[config.mk]
export PLATFORM = sky130hd
export DESIGN_NAME = gregorian_date_day_count_converter_flat
export DESIGN_NICKNAME = d
export VERILOG_FILES = /design/src/rtl/gdc_pkg.sv /design/src/rtl/gdc_if.sv /design/src/rtl/gregorian_date_day_count_converter.sv /design/src/flat_wrapper.sv
export SDC_FILE = /design/constraint.sdc
export NUM_CORES = 2
export LEC_CHECK = 0
export ABC_AREA = 1
export BUFFER_PORTS_ARGS = -buffer_cell sky130_fd_sc_hd__buf_2
export CAP_MARGIN = 25
export CORE_ASPECT_RATIO = 1.4
export CORE_MARGIN = 2
export CORE_UTILIZATION = 34
export DETAILED_ROUTE_END_ITERATION = 8
export PLACE_DENSITY = 0.55
export SETUP_SLACK_MARGIN = 0.5
export SLEW_MARGIN = 10
export SYNTH_ARGS = -nofsm -noshare
export SYNTH_HDL_FRONTEND = slang
export SYNTH_SLANG_ARGS = --single-unit
[constraint.sdc]
create_clock -name clk_i -period 7.6 [get_ports clk_i]
set_input_delay 1.14 -clock clk_i [delete_from_list [all_inputs] [get_ports clk_i]]
set_output_delay 1.14 -clock clk_i [all_outputs]
set_load 0.005 [all_outputs]
[src/rtl/gdc_pkg.sv]
// Package with the shared constants, lookup functions and pipeline stage types of the converter.
`default_nettype none

package gdc_pkg;

  // Field widths of the request and response items.
  localparam int YearW  = 14;
  localparam int MonthW = 4;
  localparam int DayW   = 5;
  localparam int CountW = 22;

  // Lengths of the Gregorian cycles in days.
  localparam int unsigned CycDays400 = 146097;
  localparam int unsigned CycDays100 = 36524;
  localparam int unsigned CycDays4   = 1461;
  localparam int unsigned YearDays   = 365;

  // Reciprocals for division by constants. The year reciprocal is exact for any 14-bit value;
  // the cycle reciprocals may undershoot by one and are corrected afterwards.
  localparam int unsigned Rec100    = 5243;
  localparam int unsigned Rec100Sh  = 19;
  localparam int unsigned Rec400Sh  = 24;
  localparam int unsigned Rec400    = (1 << Rec400Sh) / CycDays400;
  localparam int unsigned Rec4Sh    = 16;
  localparam int unsigned Rec4      = (1 << Rec4Sh) / CycDays4;

  // Days before the first day of a month in a common year.
  function automatic logic [8:0] cum_days(input logic [MonthW-1:0] month);
    logic [8:0] res;
    case (month)
      4'd1:    res = 9'd0;
      4'd2:    res = 9'd31;
      4'd3:    res = 9'd59;
      4'd4:    res = 9'd90;
      4'd5:    res = 9'd120;
      4'd6:    res = 9'd151;
      4'd7:    res = 9'd181;
      4'd8:    res = 9'd212;
      4'd9:    res = 9'd243;
      4'd10:   res = 9'd273;
      4'd11:   res = 9'd304;
      4'd12:   res = 9'd334;
      default: res = 9'd0;
    endcase
    return res;
  endfunction

  // Length of a month in a common year; zero for a month code that means nothing.
  function automatic logic [DayW-1:0] month_len(input logic [MonthW-1:0] month);
    logic [DayW-1:0] res;
    case (month) inside
      4'd2:                     res = 5'd28;
      4'd4, 4'd6, 4'd9, 4'd11:  res = 5'd30;
      [4'd1:4'd12]:             res = 5'd31;
      default:                  res = 5'd0;
    endcase
    return res;
  endfunction

  typedef struct packed {
    logic              req;
    logic [YearW-1:0]  year;
    logic [MonthW-1:0] month;
    logic [DayW-1:0]   day;
    logic [22:0]       yr_days;
    logic [26:0]       year_prod;
    logic [26:0]       prev_prod;
    logic [CountW-1:0] count;
    logic [28:0]       cyc_prod;
    logic              cnt_err;
  } s1_t;

  typedef struct packed {
    logic              req;
    logic [22:0]       yr_days;
    logic [8:0]        mon_days;
    logic [DayW-1:0]   day;
    logic              date_err;
    logic [4:0]        n400;
    logic [18:0]       rem;
    logic              cnt_err;
  } s2_t;

  typedef struct packed {
    logic              req;
    logic [CountW-1:0] dcnt;
    logic              date_err;
    logic              cnt_err;
    logic [4:0]        n400;
    logic [17:0]       rem;
  } s3_t;

  typedef struct packed {
    logic              req;
    logic [CountW-1:0] dcnt;
    logic              date_err;
    logic              cnt_err;
    logic [4:0]        n400;
    logic [1:0]        n100;
    logic [15:0]       rem;
  } s4_t;

  typedef struct packed {
    logic              req;
    logic [CountW-1:0] dcnt;
    logic              date_err;
    logic              cnt_err;
    logic [4:0]        n400;
    logic [1:0]        n100;
    logic [15:0]       rem;
    logic [21:0]       cyc_prod;
  } s5_t;

  typedef struct packed {
    logic              req;
    logic [CountW-1:0] dcnt;
    logic              date_err;
    logic              cnt_err;
    logic [4:0]        n400;
    logic [1:0]        n100;
    logic [4:0]        n4;
    logic [11:0]       rem;
  } s6_t;

  typedef struct packed {
    logic              req;
    logic [CountW-1:0] dcnt;
    logic              date_err;
    logic              cnt_err;
    logic [4:0]        n400;
    logic [1:0]        n100;
    logic [4:0]        n4;
    logic [10:0]       rem;
  } s7_t;

  typedef struct packed {
    logic              req;
    logic [CountW-1:0] dcnt;
    logic              date_err;
    logic              cnt_err;
    logic [YearW-1:0]  year;
    logic              leap;
    logic [8:0]        doy;
  } s8_t;

  typedef struct packed {
    logic [YearW-1:0]  year;
    logic [MonthW-1:0] month;
    logic [DayW-1:0]   day;
    logic [CountW-1:0] count;
    logic              err;
  } res_t;

endpackage

`default_nettype wire

[src/rtl/gdc_if.sv]
// Request and response channel interfaces of the converter.
`default_nettype none

interface gdc_req_if import gdc_pkg::*; ();
  logic              valid;
  logic              ready;
  logic              req_type;
  logic [YearW-1:0]  in_year;
  logic [MonthW-1:0] in_month;
  logic [DayW-1:0]   in_day;
  logic [CountW-1:0] in_day_count;

  modport source (output valid, req_type, in_year, in_month, in_day, in_day_count,
                  input ready);
  modport sink   (input valid, req_type, in_year, in_month, in_day, in_day_count,
                  output ready);
endinterface

interface gdc_rsp_if import gdc_pkg::*; ();
  logic              valid;
  logic              ready;
  logic [YearW-1:0]  out_year;
  logic [MonthW-1:0] out_month;
  logic [DayW-1:0]   out_day;
  logic [CountW-1:0] out_day_count;
  logic              range_error;

  modport source (output valid, out_year, out_month, out_day, out_day_count, range_error,
                  input ready);
  modport sink   (input valid, out_year, out_month, out_day, out_day_count, range_error,
                  output ready);
endinterface

`default_nettype wire

[src/rtl/gregorian_date_day_count_converter.sv]
// The nine-stage pipeline carries each request to its response; throughput is one request
// per cycle while responses are taken. The count-to-date path splits the 400/100/4/1-year
// decomposition over reciprocal multiply, subtract and correct stages, one step per stage.
// Each stage holds its item while the next cannot load, so a stalled response holds no bubble.
// Reset: rst_ni is asynchronous and active low and clears only the stage valid bits.
// No stored state besides the pipeline, so there is no clearing pass after reset.
`default_nettype none

module gregorian_date_day_count_converter import gdc_pkg::*; #(
  parameter int unsigned MAX_YEAR = 9999
) (
  input  logic       clk_i,
  input  logic       rst_ni,
  gdc_req_if.sink    in_i,
  gdc_rsp_if.source  out_o
);

  localparam int unsigned NumStages  = 9;
  localparam int unsigned CountLimit = MAX_YEAR * 365 + MAX_YEAR / 4 - MAX_YEAR / 100
                                       + MAX_YEAR / 400;

  logic [NumStages-1:0] valid_q, valid_d, adv;

  s1_t  s1_d, s1_q;
  s2_t  s2_d, s2_q;
  s3_t  s3_d, s3_q;
  s4_t  s4_d, s4_q;
  s5_t  s5_d, s5_q;
  s6_t  s6_d, s6_q;
  s7_t  s7_d, s7_q;
  s8_t  s8_d, s8_q;
  res_t res_d, res_q;

  // A stage may load when it is empty or when its item moves on in the same cycle.
  assign adv[NumStages-1] = !valid_q[NumStages-1] || out_o.ready;
  for (genvar k = 0; k < NumStages - 1; k++) begin : g_adv
    assign adv[k] = !valid_q[k] || adv[k+1];
  end

  assign in_i.ready = adv[0];
  assign valid_d = (valid_q & ~adv) | ({valid_q[NumStages-2:0], in_i.valid} & adv);

  always_ff @(posedge clk_i or negedge rst_ni) begin
    if (!rst_ni) begin
      valid_q <= '0;
    end else begin
      valid_q <= valid_d;
    end
  end

  always_ff @(posedge clk_i) begin
    if (adv[0]) s1_q <= s1_d;
    if (adv[1]) s2_q <= s2_d;
    if (adv[2]) s3_q <= s3_d;
    if (adv[3]) s4_q <= s4_d;
    if (adv[4]) s5_q <= s5_d;
    if (adv[5]) s6_q <= s6_d;
    if (adv[6]) s7_q <= s7_d;
    if (adv[7]) s8_q <= s8_d;
    if (adv[8]) res_q <= res_d;
  end

  // Stage 1: constant products for the year sums and the 400-year cycle estimate; count range check.
  logic [YearW-1:0] in_prev;
  assign in_prev = in_i.in_year - 14'd1;

  always_comb begin
    s1_d.req       = in_i.req_type;
    s1_d.year      = in_i.in_year;
    s1_d.month     = in_i.in_month;
    s1_d.day       = in_i.in_day;
    s1_d.yr_days   = 23'(in_prev) * 23'(YearDays);
    s1_d.year_prod = 27'(in_i.in_year) * 27'(Rec100);
    s1_d.prev_prod = 27'(in_prev) * 27'(Rec100);
    s1_d.count     = in_i.in_day_count;
    s1_d.cyc_prod  = 29'(in_i.in_day_count) * 29'(Rec400);
    s1_d.cnt_err   = 32'(in_i.in_day_count) >= CountLimit;
  end

  // Stage 2: leap rule, date check, days before the year and the month; first 400-year remainder.
  logic [YearW-1:0]  s2_prev;
  logic [7:0]        year_cent, prev_cent;
  logic              s2_is_cent, s2_leap;
  logic [DayW-1:0]   s2_mlen;
  logic [4:0]        s2_n400;
  logic [CountW-1:0] s2_rem;

  always_comb begin
    s2_prev    = s1_q.year - 14'd1;
    year_cent  = s1_q.year_prod[26:19];
    prev_cent  = s1_q.prev_prod[26:19];
    s2_is_cent = 15'(s1_q.year) == 15'(year_cent) * 15'd100;
    s2_leap    = (s1_q.year[1:0] == 2'b00) && (!s2_is_cent || year_cent[1:0] == 2'b00);
    s2_mlen    = month_len(s1_q.month) + 5'(s2_leap && s1_q.month == 4'd2);
    s2_n400    = s1_q.cyc_prod[28:24];
    s2_rem     = s1_q.count - 22'(s2_n400) * 22'(CycDays400);

    s2_d.req      = s1_q.req;
    s2_d.yr_days  = s1_q.yr_days + 23'(s2_prev[13:2]) - 23'(prev_cent) + 23'(prev_cent[7:2]);
    s2_d.mon_days = cum_days(s1_q.month) + 9'(s2_leap && s1_q.month > 4'd2);
    s2_d.day      = s1_q.day;
    s2_d.date_err = (s1_q.year == 14'd0) || (32'(s1_q.year) > MAX_YEAR) ||
                    (s1_q.month == 4'd0) || (s1_q.month > 4'd12) ||
                    (s1_q.day == 5'd0) || (s1_q.day > s2_mlen);
    s2_d.n400     = s2_n400;
    s2_d.rem      = s2_rem[18:0];
    s2_d.cnt_err  = s1_q.cnt_err;
  end

  // Stage 3: the day count of a date is complete; the 400-year quotient is corrected.
  logic [22:0] s3_sum;
  logic [18:0] s3_rem;

  always_comb begin
    s3_sum = s2_q.yr_days + 23'(s2_q.mon_days) + 23'(s2_q.day) - 23'd1;
    s3_rem = s2_q.rem;

    s3_d.req      = s2_q.req;
    s3_d.dcnt     = s2_q.date_err ? '0 : s3_sum[CountW-1:0];
    s3_d.date_err = s2_q.date_err;
    s3_d.cnt_err  = s2_q.cnt_err;
    s3_d.n400     = s2_q.n400;
    if (s2_q.rem >= 19'(CycDays400)) begin
      s3_d.n400 = s2_q.n400 + 5'd1;
      s3_rem    = s2_q.rem - 19'(CycDays400);
    end
    s3_d.rem = s3_rem[17:0];
  end

  // Stage 4: century within the 400-year cycle; the last century is one day longer.
  logic [17:0] s4_rem;

  always_comb begin
    s4_d.req      = s3_q.req;
    s4_d.dcnt     = s3_q.dcnt;
    s4_d.date_err = s3_q.date_err;
    s4_d.cnt_err  = s3_q.cnt_err;
    s4_d.n400     = s3_q.n400;
    if (s3_q.rem >= 18'(3 * CycDays100)) begin
      s4_d.n100 = 2'd3;
      s4_rem    = s3_q.rem - 18'(3 * CycDays100);
    end else if (s3_q.rem >= 18'(2 * CycDays100)) begin
      s4_d.n100 = 2'd2;
      s4_rem    = s3_q.rem - 18'(2 * CycDays100);
    end else if (s3_q.rem >= 18'(CycDays100)) begin
      s4_d.n100 = 2'd1;
      s4_rem    = s3_q.rem - 18'(CycDays100);
    end else begin
      s4_d.n100 = 2'd0;
      s4_rem    = s3_q.rem;
    end
    s4_d.rem = s4_rem[15:0];
  end

  // Stage 5: estimate of the four-year cycle within the century.
  always_comb begin
    s5_d.req      = s4_q.req;
    s5_d.dcnt     = s4_q.dcnt;
    s5_d.date_err = s4_q.date_err;
    s5_d.cnt_err  = s4_q.cnt_err;
    s5_d.n400     = s4_q.n400;
    s5_d.n100     = s4_q.n100;
    s5_d.rem      = s4_q.rem;
    s5_d.cyc_prod = 22'(s4_q.rem) * 22'(Rec4);
  end

  // Stage 6: remainder after the estimated four-year cycles.
  logic [4:0]  s6_n4;
  logic [15:0] s6_rem;

  always_comb begin
    s6_n4  = s5_q.cyc_prod[20:16];
    s6_rem = s5_q.rem - 16'(s6_n4) * 16'(CycDays4);

    s6_d.req      = s5_q.req;
    s6_d.dcnt     = s5_q.dcnt;
    s6_d.date_err = s5_q.date_err;
    s6_d.cnt_err  = s5_q.cnt_err;
    s6_d.n400     = s5_q.n400;
    s6_d.n100     = s5_q.n100;
    s6_d.n4       = s6_n4;
    s6_d.rem      = s6_rem[11:0];
  end

  // Stage 7: correction of the four-year quotient.
  logic [11:0] s7_rem;

  always_comb begin
    s7_rem = s6_q.rem;

    s7_d.req      = s6_q.req;
    s7_d.dcnt     = s6_q.dcnt;
    s7_d.date_err = s6_q.date_err;
    s7_d.cnt_err  = s6_q.cnt_err;
    s7_d.n400     = s6_q.n400;
    s7_d.n100     = s6_q.n100;
    s7_d.n4       = s6_q.n4;
    if (s6_q.rem >= 12'(CycDays4)) begin
      s7_d.n4 = s6_q.n4 + 5'd1;
      s7_rem  = s6_q.rem - 12'(CycDays4);
    end
    s7_d.rem = s7_rem[10:0];
  end

  // Stage 8: year within the four-year cycle, day of the year, year number and leap flag.
  // The year is a leap year when it is the last of its four-year cycle, unless it closes a
  // century that does not also close the 400-year cycle.
  logic [1:0]  s8_n1;
  logic [10:0] s8_doy;

  always_comb begin
    if (s7_q.rem >= 11'(3 * YearDays)) begin
      s8_n1 = 2'd3;
    end else if (s7_q.rem >= 11'(2 * YearDays)) begin
      s8_n1 = 2'd2;
    end else if (s7_q.rem >= 11'(YearDays)) begin
      s8_n1 = 2'd1;
    end else begin
      s8_n1 = 2'd0;
    end
    s8_doy = s7_q.rem - 11'(s8_n1) * 11'(YearDays);

    s8_d.req      = s7_q.req;
    s8_d.dcnt     = s7_q.dcnt;
    s8_d.date_err = s7_q.date_err;
    s8_d.cnt_err  = s7_q.cnt_err;
    s8_d.year     = 14'(s7_q.n400) * 14'd400 + 14'(s7_q.n100) * 14'd100 +
                    14'({s7_q.n4, 2'b00}) + 14'(s8_n1) + 14'd1;
    s8_d.leap     = (s8_n1 == 2'd3) && (s7_q.n4 != 5'd24 || s7_q.n100 == 2'd3);
    s8_d.doy      = s8_doy[8:0];
  end

  // Stage 9: month search over the cumulative month table and the response select.
  logic [MonthW-1:0] s9_month;
  logic [8:0]        s9_day;

  always_comb begin
    s9_month = 4'd1;
    for (int unsigned i = 2; i <= 12; i++) begin
      if (s8_q.doy >= cum_days(4'(i)) + 9'(s8_q.leap && i > 2)) begin
        s9_month = 4'(i);
      end
    end
    s9_day = s8_q.doy - (cum_days(s9_month) + 9'(s8_q.leap && s9_month > 4'd2)) + 9'd1;

    res_d = '0;
    if (!s8_q.req) begin
      res_d.count = s8_q.dcnt;
      res_d.err   = s8_q.date_err;
    end else if (s8_q.cnt_err) begin
      res_d.err = 1'b1;
    end else begin
      res_d.year  = s8_q.year;
      res_d.month = s9_month;
      res_d.day   = s9_day[DayW-1:0];
    end
  end

  assign out_o.valid         = valid_q[NumStages-1];
  assign out_o.out_year      = res_q.year;
  assign out_o.out_month     = res_q.month;
  assign out_o.out_day       = res_q.day;
  assign out_o.out_day_count = res_q.count;
  assign out_o.range_error   = res_q.err;

endmodule

`default_nettype wire

[src/flat_wrapper.sv]
// flat-port wrapper written by rule: the top's interface ports become plain ports
module gregorian_date_day_count_converter_flat import gdc_pkg::*;
#(
  parameter int unsigned MAX_YEAR = 9999
)
  (clk_i, rst_ni, in_i_valid, in_i_req_type, in_i_in_year, in_i_in_month, in_i_in_day, in_i_in_day_count, in_i_ready, out_o_valid, out_o_out_year, out_o_out_month, out_o_out_day, out_o_out_day_count, out_o_range_error, out_o_ready);
  gdc_req_if in_i_i ();
  gdc_rsp_if out_o_i ();
  input  logic clk_i;
  input  logic rst_ni;
  input wire logic [$bits(in_i_i.valid)-1:0] in_i_valid;
  input wire logic [$bits(in_i_i.req_type)-1:0] in_i_req_type;
  input wire logic [$bits(in_i_i.in_year)-1:0] in_i_in_year;
  input wire logic [$bits(in_i_i.in_month)-1:0] in_i_in_month;
  input wire logic [$bits(in_i_i.in_day)-1:0] in_i_in_day;
  input wire logic [$bits(in_i_i.in_day_count)-1:0] in_i_in_day_count;
  output wire logic [$bits(in_i_i.ready)-1:0] in_i_ready;
  output wire logic [$bits(out_o_i.valid)-1:0] out_o_valid;
  output wire logic [$bits(out_o_i.out_year)-1:0] out_o_out_year;
  output wire logic [$bits(out_o_i.out_month)-1:0] out_o_out_month;
  output wire logic [$bits(out_o_i.out_day)-1:0] out_o_out_day;
  output wire logic [$bits(out_o_i.out_day_count)-1:0] out_o_out_day_count;
  output wire logic [$bits(out_o_i.range_error)-1:0] out_o_range_error;
  input wire logic [$bits(out_o_i.ready)-1:0] out_o_ready;
  assign in_i_i.valid = in_i_valid;
  assign in_i_i.req_type = in_i_req_type;
  assign in_i_i.in_year = in_i_in_year;
  assign in_i_i.in_month = in_i_in_month;
  assign in_i_i.in_day = in_i_in_day;
  assign in_i_i.in_day_count = in_i_in_day_count;
  assign in_i_ready = in_i_i.ready;
  assign out_o_valid = out_o_i.valid;
  assign out_o_out_year = out_o_i.out_year;
  assign out_o_out_month = out_o_i.out_month;
  assign out_o_out_day = out_o_i.out_day;
  assign out_o_out_day_count = out_o_i.out_day_count;
  assign out_o_range_error = out_o_i.range_error;
  assign out_o_i.ready = out_o_ready;
  gregorian_date_day_count_converter #(.MAX_YEAR(MAX_YEAR)) u_core (.clk_i(clk_i), .rst_ni(rst_ni), .in_i(in_i_i), .out_o(out_o_i));
endmodule
* Word-level counts from Yosys, hierarchy flattened *
Memory sizes are Yosys's and may differ from the RTL's. A register that Yosys moved wholly into a read port is not among the register bits.
Index checks and enable logic that the tools add are counted.

operators by class
  add/sub/neg operators = 37
  multipliers = 11
  magnitude comparators = 27
  eq/ne operators = 9
  muxes and demuxes = 29
  bitwise gates (word level) = 5
  reductions and logical operators = 40

operators with widths
  kind                                                                      number
  9-bit >= comparator                                                       7
  14-bit by 13-bit multiplier with 27-bit output (second input constant)    2
  16-bit two-way mux                                                        3
  4-bit two-way mux                                                         11
  8-bit by 1-bit adder with 9-bit output (first input constant)             4
  18-bit by 17-bit >= comparator with 1-bit output (second input constant)  2
  16-bit subtractor (second input constant)                                 2
  22-bit by 6-bit multiplier with 28-bit output (second input constant)     1
  14-bit by 1-bit subtractor with 14-bit output (second input constant)     2
  9-bit by 1-bit adder with 9-bit output (first input constant)             3
  5-bit two-way mux                                                         5
  22-bit by 12-bit adder with 22-bit output                                 1
  22-bit by 5-bit adder with 22-bit output                                  1
  22-bit by 6-bit adder with 22-bit output                                  1
  22-bit by 9-bit adder with 22-bit output                                  1
  22-bit >= comparator (second input constant)                              1
  14-bit by 9-bit multiplier with 22-bit output (second input constant)     1
  22-bit by 1-bit subtractor with 22-bit output (second input constant)     1
  22-bit by 8-bit subtractor with 22-bit output                             1
  19-bit by 18-bit >= comparator with 1-bit output (second input constant)  1
  16-bit by 4-bit multiplier with 19-bit output (second input constant)     1
  5-bit by 18-bit multiplier with 19-bit output (second input constant)     1
  19-bit subtractor                                                         1
  9-bit bitwise AND                                                         2
  56 further kinds                                                          102

storage, ports and cells
  bits in registers = 571
  ROM bits = 288
  bits of input ports = 50
  memories = 2

memories
  memory            depth  bits a word  read ports  clocked after memory_dff  write ports  RTL line       RTL
  (name not given)  16     9            1           1                         0            gdc_pkg.sv:30  case (month)
  (name not given)  16     9            1           0                         0            gdc_pkg.sv:30

* Longest topological paths before layout *
  word-level depth = 17
  gate-level depth with buffers = 31
  gate-level depth less buffers = 31

* Least setup slack after synthesis *
Ideal clock, no wire load.

  path kind = input to register
  from = input in_i_in_year[0]
  to = register u_core.s1_q, in the netlist u_core.prev_cent[4], data pin
  library setup time = 0.264 ns
  arrival = 6.551 ns
  required time = 7.336 ns
  slack = 0.786 ns
  stages on the path = 27
  path buffers = 0
  path through = inv_1 -> ha_1 -> o21ai_0 -> nand2_1 -> nand2_1 -> nand2_1 -> nand2_1 -> nand2_1 -> nand2_1 -> nand2_1 -> nand2_1 -> xor2_1 -> inv_1 -> ha_1 -> fa_1 -> inv_1 -> fa_1 -> fa_1 -> inv_1 -> fa_1 -> ha_1 -> nand2_1 -> nor3_1 -> nand3_1 -> o211ai_1 -> a31oi_1 -> xor2_1

RTL lines
  what                  RTL line                                  RTL
  from (decl)           flat_wrapper.sv:13                        input wire logic [$bits(in_i_i.in_year)-1:0] in_i_in_year;
  to (signal assigned)  gregorian_date_day_count_converter.sv:52  if (adv[0]) s1_q <= s1_d;
  to (decl)             gregorian_date_day_count_converter.sv:24  s1_t s1_d, s1_q;

==> results.md <==
- The depth of the worst register-to-register path is 18.
- The H-tree was split into 2 levels.
- The worst register-to-register path has a setup slack of 3010 ps.
- The critical-path maximum fanout is 8.
- Summed over all layers, the routed wires come to between 70000 and 80000 um.
- The number of sinks handled by clock tree synthesis is roughly 500.
- STA classifies the critical path startpoint as a primary input.
- For this run, asynchronously set or reset flops after synthesis account for under 10%.
- The number of antenna violations at the first check in global routing came to 1.
- The first global-routing pass estimated ~130000 um of wire.
- The measured slew at the worst slew-check pin is between 800 and 900 ps.
- STA classifies the critical path endpoint as a register.
- The via count of the first global-routing pass is 27351.
- The critical path in this run is classified as primary input to register.
- In this run the count of I/O pins placed on the die edge is 98.
- The most numerous cell type found on the critical path is nand2_1.
- The clock passes through at most 3 buffers.
- The worst register-to-register path begins at u_core.s1_q[139].
- At the later pin of the worst-skew pair, clock insertion delay measures 620 ps.
- Synthesis produced a netlist with a net count of approximately 4900.
- Setup total negative slack on the finished layout was measured at 0 ps.
- The flow ran to the end, and the final reports show no timing, DRC or antenna violations.
- The area added between synthesis and finish is 11.2%.
- The tightest min-delay check is of the primary input to asynchronous set/reset pin type.
- The number of distinct library cell variants in the gate-level netlist after synthesis is between 50 and 60.
- The arrival time at the worst endpoint is 6930 ps.
- In this run the biggest area consumer among cell types represents between 30% and 40% of the synthesized area.
- STA puts the critical path data required time at roughly 8000 ps.
- Once the floorplan was initialized, standard cells occupied roughly a third of the core.
- The share of the cycle needed by the critical path after routing is around 86%.
- The share of layout cells above drive strength 1 is under 10%.
- In this run, post-CTS hold repair placed 0 buffers.
- The number of warning messages in the yosys log is 0.
- Counting flops with a built-in enable in the synthesized netlist gives 487.
- Global routing used approximately 13% of the available tracks across all layers.
- The worst path in the final design needs a cycle of ~6500 ps, including I/O delays and setup.
- Yosys attributes the largest share of cell area to edfxtp_1, ha_1, fa_1, inv_1, nand2_1.
- The biggest area consumer among synthesized cells is edfxtp_1.
- The number of DRC violations after detailed routing is 0.
- The die covers between 100000 and 150000 um^2.
- The width of the die is 297 um.
- The clock tree from TritonCTS is yes.
- Summing all placed instances gives a cell area of 43300 um^2.
- The average routed wire per standard cell is between 10 and 15 um.
- The final count of pins violating max slew was 0.
- The clock tree skew after final layout is ~34 ps.
- The congestion estimate from routability-driven global placement came to approximately 0.9.
- In the synthesized netlist the dominant register cell turns out to be edfxtp_1.
- The per-cell via count in the routed design is 4.51.
- The die is 414 um tall.
- Before antenna repair, the detailed router went through 7 iterations.
- The via count of the routed design is between 20000 and 30000.
- The total congestion overflow after global routing is 0.
- The highest clock frequency the design can meet is around 0.15 GHz.
- For this run, the register share of the synthesized area comes to between 30% and 40%.
- The clock transition at the registers of the reported paths is approximately 60 ps.
- The detailed placer's ending HPWL is around 64000 um.
- The cell count after synthesis came out at approximately 4000.
- The cell row count is 150.
- Buffers inserted during clock tree synthesis total 54.
- After routing the design area is ~45000 um^2.
- The total area inside the core boundary comes to between 100000 and 150000 um^2.
- The detail route stage leaves a number of antenna-violating nets equal to 0.
- The largest stage delay on the critical path is 570 ps.
- Summing every instance area after synthesis gives around 41000 um^2.
- Setup repair after global routing left no endpoint under its margin.
- After the last flow step, the layout net total stands at 5103.
- Sorting the synthesized cells by how often they occur yields inv_1, ha_1, edfxtp_1.
- Counting flops and latches in the post-synthesis netlist gives 505.
- The pin count of the biggest net entering global routing is between 50 and 60.
- The final-layout fill cell count is between 10000 and 15000.
- The count of maximum capacitance violations is 0.
- The most instantiated library cell after synthesis is inv_1.
- In this run, the number of DRC markers left after iteration 0 of detailed routing was ~950.
- The number of setup violations in the final report is 0.
- The remaining max-slew budget at the tightest pin is 41.6%.
- The number of failing hold endpoints at the final stage was 0.
- The quantity of I/O buffers inserted on ports is 97.
- In this run the mean area of a mapped cell was between 10 and 15 um^2.
- The worst register-to-register path ends at u_core.s2_q[58].
- The root buffer cell chosen for the clock tree is clkbuf_16.
- The slowest cell on the critical path is fa_1.
[flip-flops by register name, indices dropped and copies added (netlist names), named ones only]
| signal | flops |
|---|---|
| u_core.s3_q | 48 |
| u_core.s1_q | 79 |
| u_core.s8_q | 49 |
| u_core.s2_q | 63 |
| u_core.s6_q | 49 |
| u_core.out_o.out_day_count | 22 |
| u_core.out_o.range_error | 1 |
| u_core.out_o.out_month | 4 |
| u_core.out_o.out_day | 5 |
| u_core.s7_q | 48 |
| u_core.prev_cent | 8 |
| u_core.out_o.out_year | 14 |
| u_core.s4_q | 48 |
| u_core.s5_q | 49 |
[worst max path at each step]
| stage | from | cells past startpoint | slack, ps | endpoint |
|---|---|---|---|---|
| floorplan | in_i_in_year[0] | 27 | 790 | u_core.prev_cent[4] |
| global placement | in_i_in_year[1] | 26 | 110 | u_core.prev_cent[4] |
| detailed placement | in_i_in_year[1] | 26 | -7 | u_core.prev_cent[4] |
| CTS | in_i_in_year[1] | 26 | 670 | u_core.prev_cent[4] |
| global route | in_i_in_year[0] | 31 | 560 | u_core.prev_cent[7] |
| finish | in_i_in_year[0] | 31 | 1050 | u_core.prev_cent[7] |
[what timing repair did]
| item | CTS | global route |
|---|---|---|
| gates resized for setup | 0 | 2 |
| setup endpoints to repair | 0 | 5 |
| setup buffers | 0 | 2 |
| endpoints found under the hold margin | 0 | 0 |
[cell families (layout without fill, tap and decap cells)]
family                     Yosys count  in the layout  share of synthesized area [%]
and+or+nand+nor                    934            934                           9.73
buffers and inverters              908           1115                           8.39
adders and majority gates          907            907                           33.1
DFF                                505            505                           36.9
AOI/OAI and AO/OA                  504            504                           6.96
xor gates and xnor gates           224            224                           4.88
muxes                                2              2                         0.0522
other                                0              1                              0
[layout by cell type (no fill, tap or decap), drive strengths merged, types with 18 or more instances in the layout]
| master | instances |
|---|---|
| nor3 | 42 |
| edfxtp | 487 |
| xnor2 | 65 |
| fa | 285 |
| a31oi | 20 |
| a21oi | 213 |
| nand4 | 44 |
| nand2 | 479 |
| buf | 124 |
| o21ai | 175 |
| inv | 893 |
| ha | 622 |
| xor2 | 157 |
| clkbuf | 60 |
| o21bai | 18 |
| nor2 | 236 |
| nand3 | 109 |
| clkinv | 25 |
[per-stage QoR]
step	hold slack, ps	util (%)	cells	worst slack [ps]
final	392	38.0	5788	1050
after global routing	367	38.0	5787	555
after floorplan	400	-	3984	786
after CTS	350	37.9	5782	667
after global placement	402	36.4	5681	110
after detailed placement	405	36.4	5681	-7.17
[routing by layer]
layer	global-route usage, %	wire [um]
met1	14.6	31400
met2	24.8	40400
met3	1.48	2170
met4	4.43	2400
met5	0	0
[area by class of cell]
| cell class | instances | area, um^2 | share of cell area (%) |
|---|---|---|---|
| multi-input cells | 2571 | 22300 | 49.2 |
| flip-flops and latches | 505 | 15000 | 33.2 |
| inverters | 890 | 3350 | 7.38 |
| well taps | 1596 | 2000 | 4.41 |
| clock buffers | 60 | 1380 | 3.05 |
| repair buffers | 124 | 748 | 1.65 |
| clock inverters | 41 | 494 | 1.09 |
| diodes | 1 | 2.50 | 0.00552 |
[critical path, delay by kind of cell]
kind            cells  cell delay [ps]
buf+inv             6              710
xor+xnor            2              420
compound gates      4              650
fa+ha+maj           7             2960
simple gates       12             1030
Power is left out: the tool's default activity adds up to more than one toggle a clock period on the data nets, which glitch-free logic cannot reach.
